`src/rtl/ppsm_pkg.sv`:
```
// ----------------------------------------------------------------------------
// ppsm_pkg
// Shared types and constants of the pulse period speed meter.
// ----------------------------------------------------------------------------
`default_nettype none

package ppsm_pkg;

  localparam int TIME_W    = 32;
  localparam int FRAC_BITS = 8;
  localparam int SPEED_W   = 24;
  localparam int CENTI_W   = 16;
  localparam int CIRC_W    = 10;
  localparam int PPR_W     = 7;
  localparam int TMO_W     = 26;
  localparam int WGT_W     = 4;
  localparam int PROD_W    = 32;
  localparam int DIV_W     = PROD_W + FRAC_BITS;
  localparam int DEN_W     = PPR_W + TIME_W;
  localparam int ACC_W     = SPEED_W + WGT_W;
  localparam int CNT_W     = $clog2(DIV_W + 1);
  localparam int CFG_IDX_W = 3;
  localparam int OUT_W     = CENTI_W + 2 * TIME_W;
  localparam int RECIP_W     = 32;
  localparam int SCALE_W     = ACC_W + RECIP_W;
  localparam int RECIP_SHIFT = 35;

  localparam logic [PROD_W-1:0] CENTI_KMH_PER_CM_US = PROD_W'(3600000);
  localparam logic [WGT_W-1:0]  WEIGHT_FULL         = WGT_W'(10);
  localparam logic [ACC_W-1:0]  ROUND_HALF          = ACC_W'(5);
  localparam logic [RECIP_W-1:0] RECIP_TEN          = 32'hCCCC_CCCD;

  localparam logic [CIRC_W-1:0] CIRC_RESET = CIRC_W'(200);
  localparam logic [PPR_W-1:0]  PPR_RESET  = PPR_W'(1);
  localparam logic [TMO_W-1:0]  TMO_RESET  = TMO_W'(2000000);
  localparam logic [WGT_W-1:0]  WGT_RESET  = WGT_W'(7);

  localparam logic [CFG_IDX_W-1:0] REG_CIRC = CFG_IDX_W'(0);
  localparam logic [CFG_IDX_W-1:0] REG_PPR  = CFG_IDX_W'(1);
  localparam logic [CFG_IDX_W-1:0] REG_TMO  = CFG_IDX_W'(2);
  localparam logic [CFG_IDX_W-1:0] REG_WGT  = CFG_IDX_W'(3);

  localparam logic CMD_PULSE  = 1'b0;
  localparam logic CMD_SAMPLE = 1'b1;

  typedef struct packed {
    logic [CIRC_W-1:0] circumference_cm;
    logic [PPR_W-1:0]  pulses_per_rev;
    logic [TMO_W-1:0]  stop_timeout_us;
    logic [WGT_W-1:0]  new_weight_tenths;
  } cfg_regs_t;

  typedef struct packed {
    logic busy;
    logic done;
  } div_sts_t;

endpackage

`default_nettype wire

```
`src/rtl/ppsm_cfg.sv`:
```
// ----------------------------------------------------------------------------
// ppsm_cfg
// Configuration register file; clamps pulses per revolution and filter weight.
// ----------------------------------------------------------------------------
`default_nettype none

module ppsm_cfg (
  input  wire logic                              clk,
  input  wire logic                              rst,
  input  wire logic                              cfg_valid,
  output logic                                   cfg_ready,
  input  wire logic [ppsm_pkg::CFG_IDX_W-1:0]    cfg_index,
  input  wire logic [ppsm_pkg::TMO_W-1:0]        cfg_data,
  output ppsm_pkg::cfg_regs_t                    regs
);

  logic [ppsm_pkg::PPR_W-1:0] ppr_in;
  logic [ppsm_pkg::WGT_W-1:0] wgt_in;

  assign cfg_ready = 1'b1;

  always_comb begin
    ppr_in = cfg_data[ppsm_pkg::PPR_W-1:0];
    if (ppr_in == '0) begin
      ppr_in = ppsm_pkg::PPR_W'(1);
    end
    wgt_in = cfg_data[ppsm_pkg::WGT_W-1:0];
    if (wgt_in > ppsm_pkg::WEIGHT_FULL) begin
      wgt_in = ppsm_pkg::WEIGHT_FULL;
    end
  end

  always_ff @(posedge clk) begin
    if (rst) begin
      regs.circumference_cm  <= ppsm_pkg::CIRC_RESET;
      regs.pulses_per_rev    <= ppsm_pkg::PPR_RESET;
      regs.stop_timeout_us   <= ppsm_pkg::TMO_RESET;
      regs.new_weight_tenths <= ppsm_pkg::WGT_RESET;
    end else if (cfg_valid && cfg_ready) begin
      case (cfg_index)
        ppsm_pkg::REG_CIRC: regs.circumference_cm  <= cfg_data[ppsm_pkg::CIRC_W-1:0];
        ppsm_pkg::REG_PPR:  regs.pulses_per_rev    <= ppr_in;
        ppsm_pkg::REG_TMO:  regs.stop_timeout_us   <= cfg_data;
        ppsm_pkg::REG_WGT:  regs.new_weight_tenths <= wgt_in;
        default: ;
      endcase
    end
  end

endmodule

`default_nettype wire

```
`src/rtl/ppsm_div.sv`:
```
// ----------------------------------------------------------------------------
// ppsm_div
// Restoring serial divider, one quotient bit per cycle.
// ----------------------------------------------------------------------------
`default_nettype none

module ppsm_div (
  input  wire logic                          clk,
  input  wire logic                          rst,
  input  wire logic                          start,
  input  wire logic [ppsm_pkg::DIV_W-1:0]    dividend,
  input  wire logic [ppsm_pkg::DIV_W-1:0]    divisor,
  output logic [ppsm_pkg::DIV_W-1:0]         quotient,
  output ppsm_pkg::div_sts_t                 sts
);

  logic [ppsm_pkg::DIV_W-1:0] rem;
  logic [ppsm_pkg::DIV_W-1:0] dsr;
  logic [ppsm_pkg::CNT_W-1:0] cnt;
  logic [ppsm_pkg::DIV_W:0]   trial;
  logic [ppsm_pkg::DIV_W:0]   diff;
  logic                       fits;

  always_comb begin
    trial = {rem, quotient[ppsm_pkg::DIV_W-1]};
    diff  = trial - {1'b0, dsr};
    fits  = !diff[ppsm_pkg::DIV_W];
  end

  always_ff @(posedge clk) begin
    if (rst) begin
      sts.busy <= 1'b0;
      sts.done <= 1'b0;
      cnt      <= '0;
    end else begin
      sts.done <= sts.busy && !start && (cnt == ppsm_pkg::CNT_W'(1));
      if (start) begin
        rem      <= '0;
        dsr      <= divisor;
        quotient <= dividend;
        cnt      <= ppsm_pkg::CNT_W'(ppsm_pkg::DIV_W);
        sts.busy <= 1'b1;
      end else if (sts.busy) begin
        rem      <= fits ? diff[ppsm_pkg::DIV_W-1:0] : trial[ppsm_pkg::DIV_W-1:0];
        quotient <= {quotient[ppsm_pkg::DIV_W-2:0], fits};
        cnt      <= cnt - ppsm_pkg::CNT_W'(1);
        if (cnt == ppsm_pkg::CNT_W'(1)) begin
          sts.busy <= 1'b0;
        end
      end
    end
  end

endmodule

`default_nettype wire

```
`src/rtl/pulse_period_speed_meter.sv`:
```
// ----------------------------------------------------------------------------
// pulse_period_speed_meter
// Period tachometer: pulse intervals, stop timeout, speed division and
// an exponentially weighted moving average, run by a sequencer over one serial divider.
// ----------------------------------------------------------------------------
// Pulse item: taken while idle with no result; the input stays ready for the next item.
// Sample item: on stop or an invalid interval the sequencer goes from check
// to output; when the speed is computed it passes once through the serial
// divider and the filter, plus any wait for the output register to drain.
// Sample result appears in the output register the cycle the sequencer ends.
// Synchronous reset clears control and speed state, restores register defaults.
`default_nettype none

module pulse_period_speed_meter (
  input  wire logic                                clk,
  input  wire logic                                rst,
  input  wire logic                                s_tvalid,
  output logic                                     s_tready,
  input  wire logic [ppsm_pkg::TIME_W-1:0]         s_tdata,   // timestamp_us
  input  wire logic                                s_tuser,   // command
  output logic                                     m_tvalid,
  input  wire logic                                m_tready,
  output logic [ppsm_pkg::OUT_W-1:0]               m_tdata,   // speed_centi_kmh,
                                                              // pulse_total, interval_us
  output logic                                     m_tuser,   // stopped
  input  wire logic                                cfg_valid,
  output logic                                     cfg_ready,
  input  wire logic [ppsm_pkg::CFG_IDX_W-1:0]      cfg_index,
  input  wire logic [ppsm_pkg::TMO_W-1:0]          cfg_data
);

  typedef enum logic [2:0] {
    S_IDLE, S_CHECK, S_MUL, S_DRAW, S_FILT, S_DFILT, S_OUT
  } state_t;

  state_t state;

  ppsm_pkg::cfg_regs_t regs;
  ppsm_pkg::div_sts_t  div_sts;

  logic [ppsm_pkg::TIME_W-1:0]  last_pulse_time;
  logic [ppsm_pkg::TIME_W-1:0]  pulse_interval;
  logic [ppsm_pkg::TIME_W-1:0]  pulse_counter;
  logic [ppsm_pkg::SPEED_W-1:0] current_speed;
  logic [ppsm_pkg::SPEED_W-1:0] filter_memory;
  logic [ppsm_pkg::TIME_W-1:0]  now;
  logic                         stopped;
  logic [ppsm_pkg::ACC_W-1:0]   acc;
  logic                         div_start;
  logic [ppsm_pkg::DIV_W-1:0]   div_a;
  logic [ppsm_pkg::DIV_W-1:0]   div_b;
  logic [ppsm_pkg::DIV_W-1:0]   quotient;

  logic [ppsm_pkg::TIME_W-1:0]  elapsed;
  logic [ppsm_pkg::TIME_W-1:0]  timeout_ext;
  logic [ppsm_pkg::PROD_W-1:0]  num_prod;
  logic [ppsm_pkg::DEN_W-1:0]   den_prod;
  logic [ppsm_pkg::SPEED_W-1:0] q_sat;
  logic [ppsm_pkg::ACC_W-1:0]   blend;
  logic [ppsm_pkg::SCALE_W-1:0] scaled;

  ppsm_cfg u_cfg (
    .clk       (clk),
    .rst       (rst),
    .cfg_valid (cfg_valid),
    .cfg_ready (cfg_ready),
    .cfg_index (cfg_index),
    .cfg_data  (cfg_data),
    .regs      (regs)
  );

  ppsm_div u_div (
    .clk      (clk),
    .rst      (rst),
    .start    (div_start),
    .dividend (div_a),
    .divisor  (div_b),
    .quotient (quotient),
    .sts      (div_sts)
  );

  assign s_tready = (state == S_IDLE);

  always_comb begin
    elapsed     = now - last_pulse_time;
    timeout_ext = ppsm_pkg::TIME_W'(regs.stop_timeout_us);
    num_prod    = ppsm_pkg::PROD_W'(regs.circumference_cm) * ppsm_pkg::CENTI_KMH_PER_CM_US;
    den_prod    = ppsm_pkg::DEN_W'(regs.pulses_per_rev) * ppsm_pkg::DEN_W'(pulse_interval);
    if (|quotient[ppsm_pkg::DIV_W-1:ppsm_pkg::SPEED_W]) begin
      q_sat = '1;
    end else begin
      q_sat = quotient[ppsm_pkg::SPEED_W-1:0];
    end
    blend = ppsm_pkg::ACC_W'(ppsm_pkg::WEIGHT_FULL - regs.new_weight_tenths)
            * ppsm_pkg::ACC_W'(filter_memory) + acc + ppsm_pkg::ROUND_HALF;
    scaled = ppsm_pkg::SCALE_W'(acc) * ppsm_pkg::SCALE_W'(ppsm_pkg::RECIP_TEN);
  end

  always_ff @(posedge clk) begin
    if (rst) begin
      state           <= S_IDLE;
      m_tvalid        <= 1'b0;
      div_start       <= 1'b0;
      last_pulse_time <= '0;
      pulse_interval  <= '0;
      pulse_counter   <= '0;
      current_speed   <= '0;
      filter_memory   <= '0;
    end else begin
      div_start <= (state == S_MUL);
      if (m_tvalid && m_tready && state != S_OUT) begin
        m_tvalid <= 1'b0;
      end
      case (state)
        S_IDLE: begin
          if (s_tvalid) begin
            if (s_tuser == ppsm_pkg::CMD_PULSE) begin
              pulse_interval  <= s_tdata - last_pulse_time;
              last_pulse_time <= s_tdata;
              pulse_counter   <= pulse_counter + ppsm_pkg::TIME_W'(1);
            end else begin
              now   <= s_tdata;
              state <= S_CHECK;
            end
          end
        end
        S_CHECK: begin
          stopped <= (elapsed > timeout_ext);
          if (elapsed > timeout_ext) begin
            current_speed  <= '0;
            pulse_interval <= '0;
            state          <= S_OUT;
          end else if (pulse_interval != '0 && pulse_interval < timeout_ext) begin
            state <= S_MUL;
          end else begin
            state <= S_OUT;
          end
        end
        S_MUL: begin
          div_a <= {num_prod, {ppsm_pkg::FRAC_BITS{1'b0}}};
          div_b <= ppsm_pkg::DIV_W'(den_prod);
          state <= S_DRAW;
        end
        S_DRAW: begin
          if (div_sts.done) begin
            acc   <= ppsm_pkg::ACC_W'(regs.new_weight_tenths) * ppsm_pkg::ACC_W'(q_sat);
            state <= S_FILT;
          end
        end
        S_FILT: begin
          acc   <= blend;
          state <= S_DFILT;
        end
        S_DFILT: begin
          current_speed <= scaled[ppsm_pkg::RECIP_SHIFT +: ppsm_pkg::SPEED_W];
          filter_memory <= scaled[ppsm_pkg::RECIP_SHIFT +: ppsm_pkg::SPEED_W];
          state         <= S_OUT;
        end
        S_OUT: begin
          if (!m_tvalid || m_tready) begin
            m_tvalid <= 1'b1;
            m_tdata  <= {pulse_interval, pulse_counter,
                         current_speed[ppsm_pkg::SPEED_W-1:ppsm_pkg::FRAC_BITS]};
            m_tuser  <= stopped;
            state    <= S_IDLE;
          end
        end
        default: state <= S_IDLE;
      endcase
    end
  end

  a_start_idle_div: assert property (@(posedge clk) disable iff (rst)
    div_start |-> !div_sts.busy)
    else $error("divider started while busy");

  a_done_in_wait: assert property (@(posedge clk) disable iff (rst)
    div_sts.done |-> state == S_DRAW)
    else $error("divider result outside a wait state");

  a_pulse_count: assert property (@(posedge clk) disable iff (rst)
    s_tvalid && s_tready && s_tuser == ppsm_pkg::CMD_PULSE
    |=> pulse_counter == $past(pulse_counter) + ppsm_pkg::TIME_W'(1))
    else $error("pulse item not counted");

  a_stop_zero: assert property (@(posedge clk) disable iff (rst)
    $rose(m_tvalid) && m_tuser |-> m_tdata[ppsm_pkg::CENTI_W-1:0] == '0
      && m_tdata[ppsm_pkg::OUT_W-1:ppsm_pkg::OUT_W-ppsm_pkg::TIME_W] == '0)
    else $error("stopped result with nonzero speed or interval");

endmodule

`default_nettype wire
```
`config.mk`:
```
export PLATFORM = sky130hd
export DESIGN_NAME = pulse_period_speed_meter
export DESIGN_NICKNAME = d
export VERILOG_FILES = /design/src/rtl/ppsm_pkg.sv /design/src/rtl/ppsm_cfg.sv /design/src/rtl/ppsm_div.sv /design/src/rtl/pulse_period_speed_meter.sv
export SDC_FILE = /design/constraint.sdc
export NUM_CORES = 2
export LEC_CHECK = 0
export ABC_AREA = 1
export ABC_CLOCK_PERIOD_IN_PS = 8250
export BUFFER_PORTS_ARGS = -buffer_cell sky130_fd_sc_hd__buf_4
export CAP_MARGIN = 0
export CORE_UTILIZATION = 30
export DETAILED_ROUTE_END_ITERATION = 8
export GPL_TIMING_DRIVEN = 0
export PLACE_DENSITY = 0.54
export SYNTH_ARGS = -nofsm -noshare
export SYNTH_HDL_FRONTEND = slang
export SYNTH_SLANG_ARGS = --single-unit
```
`constraint.sdc`:
```
create_clock -name clk -period 8.25 [get_ports clk]
set_input_delay 0.4125 -clock clk [delete_from_list [all_inputs] [get_ports clk]]
set_output_delay 0.4125 -clock clk [all_outputs]
set_load 0.01 [all_outputs]
```
* Yosys cells after proc, flatten, opt, wreduce, memory -nomap -nowiden
Cells that the tools add are included.
** Storage, ports and cells
- Flip-flop bits (word level) :: 529
- Output and inout bits :: 84
- Word-level logic and storage cells :: 126
- Input port bits :: 67
** Operators by class
- Reduce and logical (&&, ||, !) cells :: 34
- Eq/ne operators :: 17
- Bitwise operators :: 2
- Add/subtract/negate cells :: 8
- Mux-type cells :: 30
- Multiply operators :: 5
- Order comparisons :: 3
** Operators by type and width (count)
- 2-to-1 mux 40 bit :: 4
- 2-to-1 mux 32 bit :: 3
- one-hot mux 32 bit (2 select lines) :: 1
- subtractor 32 bit :: 2
- multiplier 28 x 32 -> 59 bit (second input constant) :: 1
- one-hot mux 28 bit (2 select lines) :: 1
- 2-to-1 mux 24 bit :: 2
- one-hot mux 24 bit (2 select lines) :: 1
- subtractor 41 x 39 -> 41 bit :: 1
- multiplier 7 x 32 -> 39 bit :: 1
- adder 32 x 1 -> 32 bit (second input constant) :: 1
- > comparator 32 x 26 -> 1 bit :: 1
- < comparator 32 x 26 -> 1 bit :: 1
- nonzero test 32 bit :: 1
- adder 28 bit :: 1
- adder 28 x 3 -> 28 bit (second input constant) :: 1
- multiplier 4 x 24 -> 28 bit :: 1
- multiplier 5 x 25 -> 28 bit :: 1
- 2-to-1 mux 28 bit :: 1
- multiplier 10 x 15 -> 25 bit (second input constant) :: 1
- one-hot mux 3 bit (7 select lines) :: 1
- 2-to-1 mux 3 bit :: 6
- AND reduction 2 bit :: 9
- OR reduction 16 bit :: 1
- other kinds (24) :: 55

* Depth between registers and ports, before layout
- Depth in word-level cells :: 5
- Depth in mapped cells :: 30
- Gate-level depth less buffers :: 30

* Modules after synthesis
Synthesis repeated with hierarchy kept, for this count alone.
** Second synthesis, totals
- Cell total of the unflattened synthesis :: 7170
- Area, all modules :: 56685.6 um2
** Modules (own cells, without submodules)
- pulse_period_speed_meter :: cells an instance 5706, area each 46039.2 um2, instances 1, sequential area each 9008.6 um2
- ppsm_div :: cells an instance 1177, area each 8555.7 um2, instances 1, sequential area each 3763.6 um2
- ppsm_cfg :: cells an instance 287, area each 2090.8 um2, instances 1, sequential area each 940.9 um2

* Worst setup path after synthesis
Ideal clock, no wire load.
- Path kind :: input to register
- Start point :: in rst
- End point :: reg m_tdata[0] in the netlist's numbering, enable pin
- Stages on the path :: 3
- Data required time :: 7.630 ns
- Arrival :: 6.304 ns
- Buffers on the path :: 2
- Setup time :: 0.620 ns
- Slack :: 1.326 ns
- Cell sequence :: clkbuf_1 -> clkbuf_1 -> nor3_1
** On the way
- Cells in the longest elaborated chain, start to end :: 2
** RTL lines
- start: declaration :: RTL line pulse_period_speed_meter.sv:16 : input wire logic rst,
- NOT 1 bit (no line)
- AND reduction 3 bit (no line)
- end signal: assignment :: RTL line pulse_period_speed_meter.sv:162 : m_tdata <= {pulse_interval, pulse_counter,
- end: declaration :: RTL line pulse_period_speed_meter.sv:23 : output logic [ppsm_pkg::OUT_W-1:0] m_tdata,
Every way passes these cells.
A chain may end at the register's enable or synchronous reset.

* Worst setup path in the final report
- Start point :: reg acc[2] in the netlist's numbering
- End point :: reg filter_memory[2] in the netlist's numbering
** On the way
- Cells in the longest elaborated chain, start to end :: 1
** RTL lines
- start: declaration :: RTL line pulse_period_speed_meter.sv:48 : logic [ppsm_pkg::ACC_W-1:0] acc;
- start signal: assignment :: RTL line pulse_period_speed_meter.sv:146 : acc <= ppsm_pkg::ACC_W'(regs.new_weight_tenths) * ppsm_pkg::ACC_W'(q_sat);
- start signal: assignment :: RTL line pulse_period_speed_meter.sv:151 : acc <= blend;
- multiplier 28 x 32 -> 59 bit :: RTL line pulse_period_speed_meter.sv:96 : scaled = ppsm_pkg::SCALE_W'(acc) * ppsm_pkg::SCALE_W'(ppsm_pkg::RECIP_TEN);
- end signal: assignment :: RTL line pulse_period_speed_meter.sv:156 : filter_memory <= scaled[ppsm_pkg::RECIP_SHIFT +: ppsm_pkg::SPEED_W];
- end: declaration :: RTL line pulse_period_speed_meter.sv:45 : logic [ppsm_pkg::SPEED_W-1:0] filter_memory;
Every way passes these cells.

==> out/qor.txt <==
status = finished clean
CP Capture Type = flip-flop
Tcrit/Tclk final = 0.913
drt first pass iters = 6
Row Count = 156
Die Area = 185000 sq um
Final Hold Vio Count = 0
Worst Skew = 0.0532 ns
cell area after synthesis = 54900 sq um
Max-cap violations = 0
syn_nets = 7899
DRC violations left = 0
Vias = 44800
number of flops mapped to enable cells by yosys = 325
clk buf depth = 3
GP Congestion = 0.948
Die W = 430 um
Starting Density = 0.303
drt total wl = 177000 um
worst slew pin tran = 1.26 ns
synth unique cells = 55
share of cells above drive strength 1 = 0.0581
syn_area_per_cell = 8.22 sq um
top post-synthesis cells by count = inv_1 (1345), nand2_1 (1291), ha_1 (603)
count leader, synth = inv_1
Area Overhead vs Synth = 12.3%
Async SR Flop Fraction = 0
Yosys reg bits = 521
worst path required time = 8.83 ns
Initial DRC Count = 2980
cell taking the most area after synthesis = fa_1
CP arrival = 8.11 ns
nets = 8164
Core Region = 181000 sq um
min cycle time layout = 7.53 ns
IO Count = 151
buffers added on ports = 148
endpoints failing setup = 0
unrepaired setup endpoints after global routing = false
grt ovf = 0
TritonCTS clock tree = done
fmax = 0.133 GHz
clock transition at the registers of the reported paths = 0.07 ns
Syn. warnings = 0
Cells after Synth = 6677
slew margin rel. = 0.154
top_reg_cell synth = edfxtp_1
Antenna Violating Nets Remaining = 0
dpl hpwl = 153000 um
DR vias/cell = 4.79
Die H = 430 um
clock sinks = 521
Worst-Skew Late Latency = 0.69 ns
GRT Total Usage = 0.191
vias in the first global route = 45700
post-layout instance area = 61700 sq um
Pins Over Slew Limit = 0
CTS Buf Count = 57
CP startpoint kind = flip-flop
FF-to-FF setup slack = 0.72 ns
Area after DPL = 59300 sq um
Hold WC Path Type = input port to flip-flop
first-pass GRT wire length = 272000 um
hold depth = 3
initial antenna violation count = 10
R2R cell count = 24
largest net degree at the start of global routing = 35
Crit Path Max Fanout = 4
WL/cell = 18.9 um
top cells by area, synth = fa_1 (20%), edfxtp_1 (18%), ha_1 (14%)
Root Buffer = clkbuf_16
Synth top area share = 0.201
kind of critical path = flip-flop to flip-flop
Seq/Total Area, Yosys = 0.249
H-Tree Depth = 2
## registers in the layout, indices dropped and copies added, names as in the netlist, 6 cells and up
name,flops
div_a,25
now,32
m_tdata,80
u_div.dsr,39
u_div.rem,40
pulse_interval,32
filter_memory,24
last_pulse_time,32
u_cfg.regs,47
u_div.cnt,6
acc,28
u_div.quotient,40
pulse_counter,32
current_speed,16
div_b,39
## cells in the final DEF, fill, tap and decap left out, types with 26 or more instances in the layout
master,Yosys,final
nor2_1,473,472
o21ai_0,352,352
clkbuf_16,0,57
buf_2,29,29
ha_1,603,603
nand4_1,53,53
dlygate4sd3_1,0,35
fa_1,552,552
nor3_1,66,64
inv_1,1345,1345
xor2_1,105,105
o21bai_1,34,34
a21o_1,35,35
clkbuf_1,124,129
dfxtp_1,196,196
a31oi_1,38,38
nor4_1,28,26
nand3_1,193,193
xnor2_1,69,69
edfxtp_1,325,325
buf_4,5,160
a21oi_1,526,524
nand2_1,1291,1291
## per-stage QoR
stage	hold WS [ns]	utilization	setup TNS, ns	instances	setup slack [ns]
after floorplan	0.400	-	0	6677	1.33
after global placement	0.403	0.325	-272.88	9195	-3.36
after detailed placement	0.405	0.327	0	9218	0.803
after CTS	0.000543	0.340	0	9358	0.772
after global routing	0.00764	0.340	0	9359	0.385
final	0.0367	0.340	0	9361	0.717
## final timing paths
path | startpoint | to
worst max-delay path | acc[2] | filter_memory[2]
worst min-delay path | cfg_data[6] | u_cfg.regs[43]
worst max register to register | acc[2] | filter_memory[2]
worst min register to register | div_b[5] | u_div.dsr[5]
## layout make-up
cell class / instances / area [sq um]
flip-flops and latches: 521 / 13700
plain buffers: 165 / 731
clock inverters: 39 / 500
multi-input cells: 4633 / 35400
well taps: 2370 / 2970
clock buffers: 66 / 1500
fillers: 19000 / 120000
inverters: 1358 / 5100
repair buffers: 206 / 1750
diodes: 3 / 7.51
## worst max-delay path, cell delays in order (launching register included)
cell and delay [ns]:
edfxtp_1 0.65, inv_1 0.35, ha_1 0.38, inv_1 0.09
fa_1 0.47, fa_1 0.59, inv_1 0.06, fa_1 0.64
inv_1 0.25, fa_1 0.55, fa_1 0.54, inv_1 0.05
fa_1 0.53, inv_1 0.07, ha_1 0.32, nand2_1 0.09
nand2_1 0.07, a21oi_1 0.25, a21boi_0 0.29, o21ai_0 0.21
a21oi_1 0.23, xor2_1 0.52, nand2_1 0.10, nand2_1 0.08
inv_1 0.04
## logic make-up (layout without fill, tap and decap cells)
| kind of cell | after synthesis | after routing | share of synthesized area |
|---|---|---|---|
| compound gates | 1113 | 1113 | 0.112 |
| simple gates | 2190 | 2190 | 0.166 |
| flops | 521 | 521 | 0.249 |
| buf+inv | 1523 | 1834 | 0.106 |
| fa+ha+maj | 1155 | 1155 | 0.339 |
| xor+xnor | 174 | 174 | 0.0278 |
| other cells | 1 | 4 | 0.0000683 |
## routing by layer
metal  vias to the layer above  track usage  routed length (um)
met5                         -            0                   0
met3                       190       0.0207                7120
met1                     21800        0.236               74900
met4                         0       0.0583                6220
met2                       957        0.345               89000
li1                      21900            -                   -
## repair_timing
item / in CTS / in global routing
hold buffers: 35 / 0
hold endpoints to repair: 35 / 0
buffers inserted: 0 / 0
gates resized for setup: 0 / 0
Power is not shown: default switching activity piles up to over one toggle a cycle in this logic, so the estimate is an artifact.
